**src/rtl/itaf_pkg.sv**
```systemverilog
// Package for the integer to ASCII formatter: widths, command codes and character constants.
`timescale 1ns / 1ps
package itaf_pkg;

  localparam int VALUE_WIDTH_DEF = 32;
  localparam int COMMAND_W       = 3;
  localparam int VALUE_W         = 32;
  localparam int CHAR_W          = 7;

  typedef enum logic [COMMAND_W-1:0] {
    CMD_SDEC  = 3'd0,
    CMD_UDEC  = 3'd1,
    CMD_HEXL  = 3'd2,
    CMD_HEXU  = 3'd3,
    CMD_PTR   = 3'd4
  } command_t;

  localparam logic [CHAR_W-1:0] CH_ZERO  = 7'h30;
  localparam logic [CHAR_W-1:0] CH_X     = 7'h78;
  localparam logic [CHAR_W-1:0] CH_LA    = 7'h61;
  localparam logic [CHAR_W-1:0] CH_UA    = 7'h41;
  localparam logic [CHAR_W-1:0] CH_MINUS = 7'h2D;
  localparam logic [3:0]        RADIX_DEC = 4'd10;

  // Number of decimal digits needed for a w-bit unsigned value.
  // 1233 / 4096 is a close lower bound of log10(2) over the supported widths.
  function automatic int dec_digits(input int w);
    return ((w * 1233) >> 12) + 1;
  endfunction

endpackage

```
**src/rtl/integer_to_ascii_formatter.sv**
```systemverilog
// Integer to ASCII formatter: one value in, its characters out most significant first.
//
// A command is transferred at a rising edge where start is high and busy is low.
// The block then raises busy until the final character of that value has gone out.
// Each character appears on char_code for exactly one cycle with strobe high;
// last marks the final character. The receiver cannot stall the output.
// Decimal commands first run a shift-and-add-3 binary to BCD converter, one bit a
// cycle, then skip leading zero digits one a cycle and leave the skip phase once
// the top digit is nonzero or one digit is left, then emit one character a cycle.
// Hex commands go straight to the skip phase; the pointer command emits "0x" and
// all digits with no skip. Busy time on a decimal value does not depend on how many
// digits it has, but a minus sign lengthens it. The next transfer can take place at
// the edge that ends the first cycle with busy low; no new value is taken while busy.
// Commands 5 to 7 are accepted and give no characters.
// A synchronous reset returns the sequencer to idle and drops any value in progress.
`timescale 1ns / 1ps
module integer_to_ascii_formatter
  import itaf_pkg::*;
#(
  parameter int VALUE_WIDTH = VALUE_WIDTH_DEF
) (
  input  logic                 clk,
  input  logic                 rst,
  input  logic                 start,
  output logic                 busy,
  input  logic [COMMAND_W-1:0] command,
  input  logic [VALUE_W-1:0]   value,
  output logic                 strobe,
  output logic [CHAR_W-1:0]    char_code,
  output logic                 last
);

  localparam int NDIG   = dec_digits(VALUE_WIDTH);
  localparam int HEXDIG = (VALUE_WIDTH + 3) / 4;
  localparam int DIG_W  = NDIG * 4;
  localparam int CNT_W  = $clog2(VALUE_WIDTH + 1);

  typedef enum logic [6:0] {
    S_IDLE  = 7'b0000001,
    S_CONV  = 7'b0000010,
    S_SKIP  = 7'b0000100,
    S_SIGN  = 7'b0001000,
    S_PRE0  = 7'b0010000,
    S_PREX  = 7'b0100000,
    S_EMIT  = 7'b1000000
  } state_t;

  state_t                 state, state_next;
  logic [VALUE_WIDTH-1:0] mag, mag_next;
  logic [DIG_W-1:0]       dig, dig_next;
  logic [CNT_W-1:0]       cnt, cnt_next;
  logic                   neg, neg_next;
  logic                   upper, upper_next;

  logic [VALUE_WIDTH-1:0] v_in;
  logic [HEXDIG*4-1:0]    hex_in;
  logic [DIG_W-1:0]       dig_adj;
  logic [3:0]             top_digit;
  logic                   accept;

  assign accept    = start && (state == S_IDLE);
  assign v_in      = VALUE_WIDTH'(value);
  assign hex_in    = (HEXDIG * 4)'(v_in);
  assign top_digit = dig[DIG_W-1 -: 4];

  // Add 3 to every BCD digit of 5 or more before the shift.
  always_comb begin
    for (int i = 0; i < NDIG; i++) begin
      if (dig[i*4 +: 4] >= 4'd5) begin
        dig_adj[i*4 +: 4] = dig[i*4 +: 4] + 4'd3;
      end else begin
        dig_adj[i*4 +: 4] = dig[i*4 +: 4];
      end
    end
  end

  always_comb begin
    state_next = state;
    mag_next   = mag;
    dig_next   = dig;
    cnt_next   = cnt;
    neg_next   = neg;
    upper_next = upper;
    unique case (state)
      S_IDLE: begin
        if (accept) begin
          neg_next   = 1'b0;
          upper_next = (command == CMD_HEXU);
          unique case (command) inside
            CMD_SDEC, CMD_UDEC: begin
              neg_next   = (command == CMD_SDEC) && v_in[VALUE_WIDTH-1];
              mag_next   = ((command == CMD_SDEC) && v_in[VALUE_WIDTH-1]) ? (~v_in + 1'b1)
                                                                         : v_in;
              dig_next   = '0;
              cnt_next   = CNT_W'(VALUE_WIDTH);
              state_next = S_CONV;
            end
            CMD_HEXL, CMD_HEXU: begin
              dig_next   = DIG_W'(hex_in) << ((NDIG - HEXDIG) * 4);
              cnt_next   = CNT_W'(HEXDIG);
              state_next = S_SKIP;
            end
            CMD_PTR: begin
              dig_next   = DIG_W'(hex_in) << ((NDIG - HEXDIG) * 4);
              cnt_next   = CNT_W'(HEXDIG);
              state_next = S_PRE0;
            end
            default: state_next = S_IDLE;
          endcase
        end
      end
      S_CONV: begin
        dig_next = {dig_adj[DIG_W-2:0], mag[VALUE_WIDTH-1]};
        mag_next = mag << 1;
        if (cnt == CNT_W'(1)) begin
          cnt_next   = CNT_W'(NDIG);
          state_next = S_SKIP;
        end else begin
          cnt_next = cnt - 1'b1;
        end
      end
      S_SKIP: begin
        if ((top_digit == 4'd0) && (cnt != CNT_W'(1))) begin
          dig_next = dig << 4;
          cnt_next = cnt - 1'b1;
        end else begin
          state_next = neg ? S_SIGN : S_EMIT;
        end
      end
      S_SIGN: state_next = S_EMIT;
      S_PRE0: state_next = S_PREX;
      S_PREX: state_next = S_EMIT;
      S_EMIT: begin
        dig_next = dig << 4;
        cnt_next = cnt - 1'b1;
        if (cnt == CNT_W'(1)) begin
          state_next = S_IDLE;
        end
      end
      default: state_next = S_IDLE;
    endcase
  end

  always_ff @(posedge clk) begin
    if (rst) begin
      state <= S_IDLE;
    end else begin
      state <= state_next;
    end
  end

  always_ff @(posedge clk) begin
    mag   <= mag_next;
    dig   <= dig_next;
    cnt   <= cnt_next;
    neg   <= neg_next;
    upper <= upper_next;
  end

  always_comb begin
    case (state)
      S_SIGN:  char_code = CH_MINUS;
      S_PRE0:  char_code = CH_ZERO;
      S_PREX:  char_code = CH_X;
      default: begin
        if (top_digit < RADIX_DEC) begin
          char_code = CH_ZERO + CHAR_W'(top_digit);
        end else if (upper) begin
          char_code = CH_UA + CHAR_W'(top_digit - RADIX_DEC);
        end else begin
          char_code = CH_LA + CHAR_W'(top_digit - RADIX_DEC);
        end
      end
    endcase
  end

  assign busy   = (state != S_IDLE);
  assign strobe = (state == S_SIGN) || (state == S_PRE0) || (state == S_PREX) ||
                  (state == S_EMIT);
  assign last   = (state == S_EMIT) && (cnt == CNT_W'(1));

endmodule

```
**config.mk**
```make
export PLATFORM = sky130hd
export DESIGN_NAME = integer_to_ascii_formatter
export DESIGN_NICKNAME = d
export VERILOG_FILES = /design/src/rtl/itaf_pkg.sv /design/src/rtl/integer_to_ascii_formatter.sv
export SDC_FILE = /design/constraint.sdc
export NUM_CORES = 1
export LEC_CHECK = 0
export BUFFER_PORTS_ARGS = -buffer_cell sky130_fd_sc_hd__buf_2
export CORE_ASPECT_RATIO = 2
export CORE_MARGIN = 2
export CORE_UTILIZATION = 40
export CTS_CLUSTER_DIAMETER = 30
export DETAILED_ROUTE_END_ITERATION = 8
export PLACE_DENSITY = 0.63
export SLEW_MARGIN = 20
export SYNTH_ARGS = -nofsm -noshare
export SYNTH_HDL_FRONTEND = slang
export SYNTH_SLANG_ARGS = --single-unit
export TNS_END_PERCENT = 50
```
**constraint.sdc**
```tcl
create_clock -name clk -period 6.4 [get_ports clk]
set_input_delay 1.28 -clock clk [delete_from_list [all_inputs] [get_ports clk]]
set_output_delay 1.28 -clock clk [all_outputs]
set_load 0.02 [all_outputs]
```
Yosys cells after proc, flatten, opt, wreduce, memory -nomap -nowiden
Index checks and enable logic that the tools add are counted.

cells by class
  $add $sub $neg = 16
  multipliers = 0
  divide/modulo/power cells = 0
  $lt $le $gt $ge = 11
  equality and inequality tests = 21
  shifts and indexed selects = 0
  multiplexer cells = 33
  bitwise gates (word level) = 1
  reduce and logical (&&, ||, !) cells = 19

operator list
  kind                   number
  $pmux 40 s4            1
  $mux 32                3
  $mux 40                2
  $pmux 40 s2            1
  $pmux 32 s2            1
  $mux 7                 7
  $pmux 7 s6             1
  $ge 4x3->1 const B     10
  $add 4x2->4 const B    9
  $mux 4                 9
  $add 32x1->32 const B  1
  $not 32->32            1
  $pmux 6 s4             1
  $pmux 7 s3             1
  $mux 6                 3
  $pmux 5 s3             1
  $pmux 6 s2             1
  $ne 2x2->1 const B     4
  $reduce_and 4->1       2
  $add 6x4->7 const A    1
  $add 6x5->7 const A    1
  $add 7x7->7 const A    1
  $eq 7x1->1 const B     1
  $eq 7x2->1 const B     1
  28 further kinds       37

storage, ports and cells
  register bits after elaboration = 87
  bits in latches = 0
  memory bits (writable) = 0
  bits in read-only memories = 0
  logic and storage cells = 107
  memories kept = 0

Logic depth before layout (Yosys ltp)
  depth in word-level cells = 6
  mapped depth = 9

Worst setup path before layout
No wires, ideal clock.

  kind = input -> register
  from = in command[2]
  to = reg cnt[0] (enable)
  setup time = 519 ps
  arrival time = 5,106 ps
  required time = 5,881 ps
  slack = 776 ps
  cell stages on the path = 4
  path buffers = 1
  path through = clkbuf_1 -> o21ai_0 -> a21oi_1 -> a211oi_1

between the ends
  cells in the longest elaborated chain, start to end = 4
  elaborated cells on any way between the ends = 9

RTL lines
  what                                                                 line                               text
  start, declared                                                      integer_to_ascii_formatter.sv:26   input logic [COMMAND_W-1:0] command,
  $eq 3x2->1 (no source line) (tied with other cells)                  --
  $reduce_or 3->1 (no source line) or $reduce_or 2->1 (tied branches)  --
  $ne 3x2->1 (no source line) *                                        --
  $reduce_and 4->1 (no source line) *                                  --
  end signal, assigned                                                 integer_to_ascii_formatter.sv:155  cnt <= cnt_next;
  end, declared                                                        integer_to_ascii_formatter.sv:51   logic [CNT_W-1:0] cnt, cnt_next;

Mark *: on every way between the ends. The rest lies on a longest branch, timed or not.
A chain may end at the register's enable or synchronous reset.

Worst setup path in the final report
  from = reg dig[37]
  to = out char_code[3]

between the ends
  cells in the longest elaborated chain, start to end = 5
  elaborated cells on any way between the ends = 8

RTL lines
  what                                        line                                                                  text
  start, declared                             integer_to_ascii_formatter.sv:50                                      logic [DIG_W-1:0] dig, dig_next;
  start signal, assigned                      integer_to_ascii_formatter.sv:154                                     dig <= dig_next;
  $sub 4x4->5                                 integer_to_ascii_formatter.sv:169, integer_to_ascii_formatter.sv:171
  $add 7x7->7 or $add 6x5->7 (tied branches)  integer_to_ascii_formatter.sv:169, integer_to_ascii_formatter.sv:171
  $mux 7                                      integer_to_ascii_formatter.sv:168                                     end else if (upper) begin
  $mux 7 *                                    integer_to_ascii_formatter.sv:166                                     if (top_digit < RADIX_DEC) begin
  $pmux 7 s3 *                                integer_to_ascii_formatter.sv:161                                     case (state)
  end, declared                               integer_to_ascii_formatter.sv:29                                      output logic [CHAR_W-1:0] char_code,

Marks and branches as above.

==> qor.csv <==
stage,metric,value,unit
status,outcome,"finished, final reports clean",
timing,clock_skew,0.00912,ns
synthesis,syn_avg_cell_area,9.64,sq um
synthesis,synth_edf_count,80,
timing,hold_viol_final,0,
floorplan,start_util,40.8,%
detailed_routing,drc,0,
synthesis,synth-compound-area-share,20.3,%
clock_network,cts_root_buffer,clkbuf_16,
global_routing,grt_remaining_overflow,0,
synthesis,yosys.area_share.simple,17.8,%
clock_network,cts_setup_buffers,0,
detailed_routing,drtIter0Drc,275,
floorplan,dieHeight,175,um
global_routing,antenna_found_initial,0,
hold_path,min_to,mag[12],
setup_path,end_kind,output port,
power,combPwrFrac,28.6,%
setup_path,reg2reg_to,dig[33],
synthesis,synth_fp_nets,672,
timing,grt_setup_unrepaired,no,
synthesis,ys_warn_count,0,
global_routing,grt_usage,19.5,%
setup_path,reg2reg_depth,6,
synthesis,synth_adder_area_share,5.78,%
detailed_routing,detail-route-antenna-nets,0,
detailed_routing,routed_wl,15000,um
run,drv_cap,0,
clock_network,cts_resized,0,
global_routing,first_global_vias,4715,
placement,globalplace.congestion,0.908,
setup_path,crit_arrival,2.35,ns
synthesis,synth_commonest_cells,"80 x edfxtp_1, 67 x nand2_1, 65 x nor2_1, 50 x a21oi_1, 42 x o21ai_0",
synthesis,syn_area,5850,sq um
detailed_routing,drt_first_pass_iters,4,
clock_network,clock-sinks,87,
synthesis,yosysMostFrequentCell,edfxtp_1,
layout,fillerInstances,1378,
detailed_routing,vias,4770,
power,powerDensity,297,nW/um^2
floorplan,core_area,14400,sq um
timing,setup_viol,0,
placement,place_hpwl,10900,um
hold_path,hp-start,mag[11],
clock_network,max-clock-path-buffers,2,
setup_path,regToRegSetupSlack,2.87,ns
placement,port_buffers,47,
floorplan,std_cell_rows,62,
setup_path,start_kind,flop,
timing,fin_crit,3.63,ns
power,peakVddDrop,0.133,mV
timing,slew_headroom,33.6,%
synthesis,synth_cell_types,56,
hold_path,hold_depth,2,
power,power.total,1.95,mW
power,p_sw_share,33.3,%
clock_network,clk_pin_slew,0.06,ns
synthesis,synth_top_area_share,41.1,%
timing,fin_tns_setup,0,ns
floorplan,dieWidth,89.5,um
floorplan,ioPinCount,48,
synthesis,yosys.area.top_type,edfxtp_1,
setup_path,setup.worst_path.class,flop to output port,
synthesis,ys_ff_latch,87,
synthesis,syn_inst,607,
power,p_leak,2.41,nW
power,power_frac_clock,28.5,%
clock_network,htree_levels,3,
synthesis,ys.flop_type,edfxtp_1,
layout,diodes,0,
synthesis,synth_top_family_by_area,compound AO/OA/AOI/OAI gates,
hold_path,min_path_type,flop to flop,
layout,nNetsFinal,710,
setup_path,cp.required,5.12,ns
synthesis,synthMuxAreaShare,0.342,%
synthesis,synth_xor_xnor_area_share,7.79,%
timing,tightest_slew,0.993,ns
global_routing,grt_pass1_wl,23100,um
detailed_routing,route.detailed.wl_per_inst,17.8,um
synthesis,synthTopCellsByArea,"edfxtp_1 41%, ha_1 5.8%, a221o_1 5.3%",
layout,syn_to_final_growth,12.2,%
clock_network,hold_buffers,0,
power,intPower,1.30,mW
layout,drive_gt1_share,12.5,%
clock_network,cts_buffers,9,
synthesis,synth-async-reset-ratio,0,%
synthesis,seq_area_frac_synth,43.5,%
clock_network,clock_latency,0.34,ns
power,power_switching,649,uW
setup_path,cp_max_fo,6,
detailed_routing,via_per_inst,5.67,
timing,maxSlewViolCount,0,
clock_network,cts_tree,built,
floorplan,die_area,15700,sq um
timing,holdWs,0.527,ns
global_routing,grt_start_max_net_pins,60,
layout,utilization,45.7,%
power,seq_power_share,43.0,%
timing,finalCritPeriodShare,56.7,%
setup_path,r2r_start,state[3],
timing,timing.fmax,276,MHz
## per-stage QoR
stage	cell area, sq um	cells	setup slack [ns]
2_1_floorplan	5850	607	0.776
3_3_place_gp	6250	826	2.92
3_5_place_dp	6250	826	2.87
4_1_cts	6570	841	2.76
5_1_grt	6570	841	2.57
6_report	6570	841	2.77
## power by group through the flow
stage / Sequential (mW) / Combinational, mW / Clock [mW]
final: 0.839 / 0.557 / 0.555
after global routing: 0.851 / 0.628 / 0.589
after CTS: 0.839 / 0.559 / 0.564
after detailed placement: 0.851 / 0.556 / 0
after global placement: 0.847 / 0.532 / 0
after floorplan: 0.821 / 0.413 / 0
## critical path, stage by stage, from the launching register on
cell,delay (ns)
edfxtp_1,0.40
inv_1,0.20
ha_1,0.19
inv_1,0.04
ha_1,0.31
xor2_1,0.17
a21oi_1,0.30
a211oi_1,0.13
nor2_1,0.10
buf_2,0.16
## final cells by class
type	count	area, sq um	area share, %
Clock buffer	10	229	3.49
Tap cell	192	240	3.66
Clock inverter	5	83.8	1.28
Timing Repair Buffer	53	280	4.27
Inverter	31	116	1.77
Sequential cell	87	2540	38.7
Multi-Input combinational cell	463	3070	46.8
## per-layer routing
| metal | wire (um) | global-route usage (%) | vias to the layer above |
|---|---|---|---|
| li1 | - | - | 2315 |
| met1 | 5560 | 19.8 | 2323 |
| met2 | 8520 | 37.0 | 97 |
| met3 | 364 | 2.36 | 35 |
| met4 | 554 | 9.39 | 0 |
| met5 | 0 | 0 | - |
## registers in the layout (all words and copies together) (netlist names)
name	count
upper	1
neg	1
dig	40
state	7
mag	32
cnt	6
## worst max-delay path by stage
stage | depth (start not counted) | from | end
detailed placement | 5 | command[1] | dig[5]
CTS | 9 | dig[37] | char_code[4]
floorplan | 4 | command[2] | cnt[0]
global route | 6 | state[3] | dig[34]
finish | 9 | dig[37] | char_code[3]
global placement | 5 | command[1] | dig[1]
## placed cells by master, fill, tap and decap left out, types with 11 or more instances in the layout
master / instances
ha_1: 27
a21oi_1: 50
xor2_1: 26
buf_2: 47
o21ai_0: 42
nor2_1: 65
xnor2_1: 26
nand2b_1: 12
inv_1: 30
edfxtp_1: 80
a221o_1: 31
nor2b_1: 11
nand2_1: 67
## kinds of logic (layout without fill, tap and decap cells)
group,Yosys count,count (layout)
AND/OR/NAND/NOR,207,207
AO/OA/AOI/OAI,175,175
flip-flops,87,87
buffers and inverters,57,99
XOR/XNOR,52,52
adder cells (fa/ha/maj),27,27
multiplexers,2,2
Power figures use the tool's default switching activity.
